[src/rtl/sdmd_pkg.sv]
// shared types, constants and divide step for the scaled decimal mul/div unit
package sdmd_pkg;

    localparam int NUM_W          = 96;
    localparam int WORD_W         = 64;
    localparam int BITS_PER_STAGE = 2;
    localparam int DIV_STAGES     = NUM_W / BITS_PER_STAGE;

    localparam logic [WORD_W-1:0] SCALE = 64'd100000;

    localparam logic FUNC_MUL = 1'b0;
    localparam logic FUNC_DIV = 1'b1;

    typedef struct packed {
        logic              valid;
        logic              neg;
        logic              dz;
        logic [NUM_W-1:0]  num;
        logic [WORD_W-1:0] den;
        logic [WORD_W-1:0] rem;
        logic [WORD_W-1:0] quo;
    } sdmd_div_t;

    // one restoring step: remainder stays below den, which is at most 2^63
    function automatic sdmd_div_t div_step(input sdmd_div_t s);
        sdmd_div_t         o;
        logic [WORD_W-1:0] rs;
        o  = s;
        rs = {s.rem[WORD_W-2:0], s.num[NUM_W-1]};
        o.num = {s.num[NUM_W-2:0], 1'b0};
        if (rs >= s.den) begin
            o.rem = rs - s.den;
            o.quo = {s.quo[WORD_W-2:0], 1'b1};
        end else begin
            o.rem = rs;
            o.quo = {s.quo[WORD_W-2:0], 1'b0};
        end
        return o;
    endfunction

endpackage

[src/rtl/sdmd_div_stage.sv]
// one registered stage of the pipelined restoring divider
module sdmd_div_stage (
    input  logic               aclk,
    input  logic               aresetn,
    input  logic               en,
    input  sdmd_pkg::sdmd_div_t d_in,
    output sdmd_pkg::sdmd_div_t d_out
);
    import sdmd_pkg::*;

    sdmd_div_t stage_reg;
    sdmd_div_t stage_next;

    always_comb begin
        stage_next = d_in;
        for (int i = 0; i < BITS_PER_STAGE; i++) begin
            stage_next = div_step(stage_next);
        end
    end

    always_ff @(posedge aclk) begin
        if (!aresetn) begin
            stage_reg <= '0;
        end else if (en) begin
            stage_reg <= stage_next;
        end
    end

    assign d_out = stage_reg;

endmodule
[config.mk]
export PLATFORM = sky130hd
export DESIGN_NAME = sdmd_div_stage
export DESIGN_NICKNAME = d
export VERILOG_FILES = /design/src/rtl/sdmd_pkg.sv /design/src/rtl/sdmd_div_stage.sv
export SDC_FILE = /design/constraint.sdc
export NUM_CORES = 1
export LEC_CHECK = 0
export BUFFER_PORTS_ARGS = -buffer_cell sky130_fd_sc_hd__buf_2
export CAP_MARGIN = 20
export CORE_AREA = 2 2 228 230
export DETAILED_ROUTE_END_ITERATION = 10
export DIE_AREA = 0 0 230 232
export GPL_ROUTABILITY_DRIVEN = 0
export MAX_ROUTING_LAYER = met4
export PLACE_DENSITY = 0.72
export SETUP_SLACK_MARGIN = 0.15
export SYNTH_ARGS = -nofsm -noshare
export SYNTH_HDL_FRONTEND = slang
export SYNTH_SLANG_ARGS = --single-unit
[constraint.sdc]
create_clock -name aclk -period 6.6 [get_ports aclk]
set_clock_uncertainty 0.2 [all_clocks]
set_input_delay 0.66 -clock aclk [delete_from_list [all_inputs] [get_ports aclk]]
set_output_delay 0.66 -clock aclk [all_outputs]
set_load 0.02 [all_outputs]
==> results of run 1 <==
-- metrics by stage --
stage,instance area [um2],hold WS (ns)
final,27400,0.135
after global routing,27400,0.127
after global placement,25600,0.251
after floorplan,19100,0.341
after CTS,26700,0.112
after detailed placement,25600,0.265
-- cell families (layout without fill, tap and decap cells) --
group / after synthesis / count (layout) / synth area share
compound gates: 634 / 634 / 0.205
buf+inv: 248 / 1208 / 0.0563
flops: 289 / 289 / 0.303
other cells: 1 / 10 / 0.000196
fa+ha+maj: 130 / 130 / 0.0860
simple gates: 691 / 691 / 0.159
xor+xnor: 120 / 120 / 0.0551
mux: 255 / 255 / 0.135
-- power by group --
part	internal (W)	total, W	switching, W
Combinational	0.00146	0.00312	0.00166
Sequential	0.00189	0.00195	0.0000691
Clock	0.00112	0.00191	0.000790
Total	0.00447	0.00699	0.00252
-- worst max-delay path, delay by kind of cell --
kind	cells	cell delay, ns
adders and majority gates	3	0.82
buffers and inverters	10	1.27
muxes	1	0.32
AOI/OAI and AO/OA	14	3.06
and+or+nand+nor	3	0.45
-- area by class of cell --
cell class,instances,area [um2],area share
repair buffers,1042,6700,0.244
well taps,680,851,0.0311
diodes,8,20.0,0.000731
flip-flops and latches,289,5790,0.211
multi-input cells,1832,12500,0.457
clock inverters,11,139,0.00507
inverters,105,402,0.0147
clock buffers,50,982,0.0358
-- placed cells by master (no fill, tap or decap), types with 8 or more instances in the layout --
master,n
clkbuf_16,44
o21ai_0,157
a211oi_1,18
clkbuf_1,10
buf_4,439
o21ai_1,34
nand3_1,42
inv_1,102
nand2_1,152
diode_2,8
a31oi_1,28
nor3_1,16
nand2b_1,14
xnor2_1,70
ha_1,121
nor2b_1,15
mux2_2,15
a21o_1,64
nand4_1,35
o31ai_1,11
and3_1,11
and2_1,9
o21bai_1,20
buf_2,578
mux2i_1,237
dfxtp_1,289
a21oi_1,189
o211ai_1,20
o21a_1,14
xor2_1,50
nor2_1,350
-- what timing repair did --
item,in CTS,in global routing
pin swaps,0,21
cloned,0,9
hold endpoints to repair,0,0
buffers inserted,0,16
setup endpoints to repair,57,65
gates resized for setup,3,65
-- how the worst min path moves through the flow --
stage                     from         end  slack [ns]  cells after the start
finish               d_in[231]  d_out[233]        0.14                      3
global route         d_in[246]  d_out[248]        0.13                      3
CTS                  d_in[231]  d_out[233]        0.11                      3
detailed placement  d_out[111]  d_out[111]        0.26                      2
global placement    d_out[111]  d_out[111]        0.25                      2
floorplan           d_out[111]  d_out[111]        0.34                      2
-- metal layers --
metal,up-vias,global-route usage,part of all wire
met5,-,-,0
met4,0,0.0913,0.035
met3,145,0.0511,0.067
met2,734,0.422,0.47
met1,9461,0.311,0.43
li1,10235,-,-
-- synthesized netlist by cell type, types with 4 or more instances --
library cell,instances
buf_4,6
a21oi_1,195
o211ai_1,20
inv_1,103
mux2_2,18
and4_1,5
dfxtp_1,289
nor2_1,351
a41oi_1,4
o21ai_1,29
buf_2,20
clkbuf_1,90
nand3_1,42
o31ai_1,12
a21o_1,64
and2_1,9
nor3b_1,4
buf_1,17
xor2_1,50
ha_1,128
nand2_1,152
or2_2,5
o21a_1,14
buf_6,4
a31oi_1,30
nor2b_1,15
o21ai_0,163
a211oi_1,19
and3_1,11
nand4_1,35
nor3_1,18
a21boi_0,5
o211a_1,5
nor4_1,6
mux2i_1,237
or3_1,6
o21bai_1,21
xnor2_1,70
o22ai_1,5
a221oi_1,5
nand2b_1,14
==> metrics.md, run 1 <==
| Metric | Value |
|---|---|
| Cts bufs inserted | `34` |
| Clock Sink Count | `289` |
| Synth unique cells | `90` |
| Leak pwr | `14.1 nW` |
| Synth top area share | `0.303` |
| Detailed-route DRC error count | `0` |
| Final setup vio count | `0` |
| Antenna Nets Post-Route | `0` |
| Register bit total from synthesis | `289` |
| Setup crit end | `d_out[110]` |
| Number of synthesized flops with an enable pin | `0` |
| TNS Setup | `0 ns` |
| Number of global-route vias before repair | `19558` |
| Cells after Synth | `2368` |
| Core area | `50900 um2` |
| GRT Util Overall | `0.256` |
| Initial antenna violation count | `8` |
| Crit end category | `flop` |
| FF-to-FF Start | `d_out[121]` |
| Critical path startpoint category | `primary input` |
| Max reg flops | `289` |
| Maximum fanout along the worst path | `6` |
| Die ar. | `53400 um2` |
| CTS tree | `done` |
| Slew headroom | `0.246` |
| Synth Flop Type | `dfxtp_1` |
| Max stage delay on crit path | `0.44 ns` |
| Share of cells above drive strength 1 | `0.353` |
| Synth area leaders | `dfxtp_1 (30%), mux2i_1 (12%), ha_1 (8.4%)` |
| Pre-CTS setup slack | `-0.562 ns` |
| Clock tree buffer depth | `3` |
| Final Hold Vio Count | `0` |
| Worst-path clk slew | `0.07 ns` |
| Minimum clock period | `6.40 ns` |
| Pre-antenna DRT Iters | `5` |
| Pwr dens | `255 nW/um2` |
| Cell depth of the worst flop-to-flop path | `3` |
| Finished Core Util | `0.538` |
| Yosys top cell by area | `dfxtp_1` |
| Register area share after synthesis | `0.303` |
| Max-capacitance violation count | `0` |
| RSZ-0062 raised after global routing | `true` |
| Number of buffers added on ports | `579` |
| Synth Warn # | `0` |
| Period utilization | `0.970` |
| Layout fillers | `4823` |
| Critical Path Source | `d_in[287]` |
| Root buffer cell | `clkbuf_16` |
| Total grt overflow | `0` |
| Initial DRC Count | `1391` |
| Starting Density | `0.375` |
| Most used cell, CP | `buf_6` |
| Reg2reg end | `d_out[121]` |
| DR vias/cell | `5.12` |
| Clock insertion delay at the later pin of the skew report | `0.54 ns` |
| H-Tree Depth | `2` |
| Die H | `232 um` |
| Placed insts | `3923` |
| Largest net degree at the start of global routing | `177` |
| Fraction of synthesis flops using an asynchronous set or reset pin | `0` |
| Max Slew Vio Count | `0` |
| DP HPWL | `56700 um` |
| Row count | `83` |
| Layout area overhead | `43.6%` |
| # hold bufs at CTS | `0` |
| Worst path slowest cell | `o41ai_4` |
| Via count | `20575` |
| Crit Path Class | `primary input to flop` |
| Status | `completed` |
| Drt total wl | `72200 um` |
| Fin cells | `4017` |
| Peak supply drop | `0.199 mV` |
| DR WL/cell | `18.0 um` |
| Final Power | `0.00699 W` |
| Arrival time worst endpoint | `6.63 ns` |
| Fmax | `0.156 GHz` |
| Slew of the pin with the lowest slew margin | `1.13 ns` |
| Internal reg-to-reg setup slack | `5.59 ns` |
| Die Width | `230 um` |
| First-pass GRT wire length | `105000 um` |
| Syn Area/Cell | `8.06 um2` |
| Fin nets | `3728` |
| Hold WC Path Type | `primary input to flop` |
| WP data required | `6.83 ns` |
| Synth Cell Area | `19100 um2` |
| Boundary pin count | `585` |
| Min setup slack post-route | `0.201 ns` |
Note: power is estimated with default switching activity, not from simulation.
==> inputs of run 2 (changes only) <==
--- a/config.mk
+++ b/config.mk
@@ -7,12 +7,12 @@
 export LEC_CHECK = 0
 export BUFFER_PORTS_ARGS = -buffer_cell sky130_fd_sc_hd__buf_2
 export CAP_MARGIN = 20
-export CORE_AREA = 2 2 228 230
+export CORE_AREA = 2 2 230 232
 export DETAILED_ROUTE_END_ITERATION = 10
-export DIE_AREA = 0 0 230 232
+export DIE_AREA = 0 0 232 234
 export GPL_ROUTABILITY_DRIVEN = 0
 export MAX_ROUTING_LAYER = met4
-export PLACE_DENSITY = 0.72
+export PLACE_DENSITY = 0.69
 export SETUP_SLACK_MARGIN = 0.15
 export SYNTH_ARGS = -nofsm -noshare
 export SYNTH_HDL_FRONTEND = slang
==> constraint.sdc (replaced) <==
create_clock -name aclk -period 6.23 [get_ports aclk]
set_clock_uncertainty 0.2 [all_clocks]
set_input_delay 0.623 -clock aclk [delete_from_list [all_inputs] [get_ports aclk]]
set_output_delay 0.623 -clock aclk [all_outputs]
set_load 0.02 [all_outputs]
==> metrics.md, run 2 (same netlist as run 1, synthesis figures left out) <==
| Metric | Value |
|---|---|
| Worst path slowest cell | `or3_4` |
| Final Hold Vio Count | `0` |
| Crit Path Class | `primary input to flop` |
| Min setup slack post-route | `0.252 ns` |
| Drt total wl | `78100 um` |
| Die Width | `232 um` |
| Met1 usage | `0.306` |
| CTS tree | `done` |
| Internal reg-to-reg setup slack | `5.20 ns` |
| Share of cells above drive strength 1 | `0.386` |
| Initial antenna violation count | `19` |
| Met3 Use GR | `0.0676` |
| Initial DRC Count | `1428` |
| Cts bufs inserted | `35` |
| Critical path startpoint category | `primary input` |
| Pwr dens | `275 nW/um2` |
| Via count | `21335` |
| H-Tree Depth | `2` |
| Detailed-route DRC error count | `0` |
| Antenna Nets Post-Route | `0` |
| Clock tree buffer depth | `3` |
| Worst-path clk slew | `0.06 ns` |
| DP HPWL | `61400 um` |
| Final setup vio count | `0` |
| Slew of the pin with the lowest slew margin | `1.03 ns` |
| Max reg flops | `289` |
| Starting Density | `0.367` |
| Period utilization | `0.960` |
| Peak supply drop | `0.210 mV` |
| # hold bufs at CTS | `0` |
| Total grt overflow | `0` |
| WP data required | `6.44 ns` |
| Design area | `28500 um2` |
| Clock Sink Count | `289` |
| Core area | `52000 um2` |
| Row count | `84` |
| Boundary pin count | `585` |
| Pre-antenna DRT Iters | `5` |
| Finished Core Util | `0.548` |
| DR WL/cell | `18.8 um` |
| Largest net degree at the start of global routing | `150` |
| Placed insts | `4048` |
| Minimum clock period | `5.98 ns` |
| Number of global-route vias before repair | `20364` |
| Met2 usage | `0.470` |
| Hold WC Path Type | `primary input to flop` |
| Layout area overhead | `49.4%` |
| Max-capacitance violation count | `0` |
| Die ar. | `54300 um2` |
| TNS Setup | `0 ns` |
| Fmax | `0.167 GHz` |
| Max stage delay on crit path | `0.44 ns` |
| Number of buffers added on ports | `579` |
| Status | `completed` |
| Most frequent cells in the layout | `buf_2 (578), buf_4 (554), nor2_1 (347), dfxtp_1 (289), mux2i_1 (234)` |
| RSZ-0062 raised after global routing | `true` |
| Most used cell, CP | `buf_4` |
| Max Slew Vio Count | `0` |
| Maximum fanout along the worst path | `11` |
| Root buffer cell | `clkbuf_16` |
| Most common cell after layout, fill and taps aside | `buf_2` |
| Crit end category | `flop` |
| Arrival time worst endpoint | `6.18 ns` |
| Die H | `234 um` |
| Pre-CTS setup slack | `-0.687 ns` |
| GRT Util Overall | `0.278` |
| DR vias/cell | `5.14` |
| Fin nets | `3839` |
| Clock insertion delay at the later pin of the skew report | `0.56 ns` |
| Fin cells | `4150` |
| Slew headroom | `0.313` |
| Layout fillers | `4895` |
| First-pass GRT wire length | `113000 um` |
| Area after DPL | `26500 um2` |
| GR peak layer | `met2` |
| Leak pwr | `14.7 nW` |
## run 2: worst max-delay path, delay by kind of cell
family | cells | cell delay (ns)
AND/OR/NAND/NOR | 6 | 1.23
AO/OA/AOI/OAI | 9 | 1.64
multiplexers | 1 | 0.21
adder cells (fa/ha/maj) | 2 | 0.62
buffers and inverters | 13 | 1.84
## run 2: metrics by stage
| stage | total power [W] | hold WS, ns |
|---|---|---|
| after global placement | 0.00524 | 0.260 |
| after CTS | 0.00767 | 0.0763 |
| after floorplan | 0.00389 | 0.341 |
| after detailed placement | 0.00527 | 0.262 |
| final | 0.00783 | 0.0959 |
| after global routing | 0.00822 | 0.0942 |
## run 2: report_power, final
group	switching [W]	total (W)	internal [W]
Combinational	0.00181	0.00340	0.00159
Clock	0.000913	0.00235	0.00144
Sequential	0.0000840	0.00208	0.00200
Total	0.00281	0.00783	0.00502
## run 2: final timing paths
kind / from / to / depth (start not counted)
max: d_in[163] / d_out[114] / 31
min: d_in[250] / d_out[252] / 3
max reg2reg: d_out[121] / d_out[121] / 3
min reg2reg: d_out[111] / d_out[111] / 2
## run 2: layout make-up
| type | count | area (um2) | area share |
|---|---|---|---|
| Tap cell | 688 | 861 | 0.0302 |
| Clock buffer | 44 | 991 | 0.0348 |
| Inverter | 105 | 402 | 0.0141 |
| Timing Repair Buffer | 1152 | 7450 | 0.261 |
| Antenna cell | 20 | 50.0 | 0.00176 |
| Multi-Input combinational cell | 1832 | 12600 | 0.444 |
| Sequential cell | 289 | 5790 | 0.203 |
| Clock inverter | 20 | 322 | 0.0113 |
## run 2: layer usage
metal,vias to the layer above,share of wire
met5,-,0
met4,0,0.057
met3,192,0.081
met2,828,0.48
met1,9810,0.38
li1,10505,-
## run 2: timing repair
| item | CTS | global route |
|---|---|---|
| endpoints found under the hold margin | 0 | 0 |
| setup buffers | 2 | 11 |
| cloned | 1 | 4 |
| resized for setup | 17 | 84 |
| endpoints found under the setup margin | 51 | 65 |
| pin swaps | 4 | 26 |
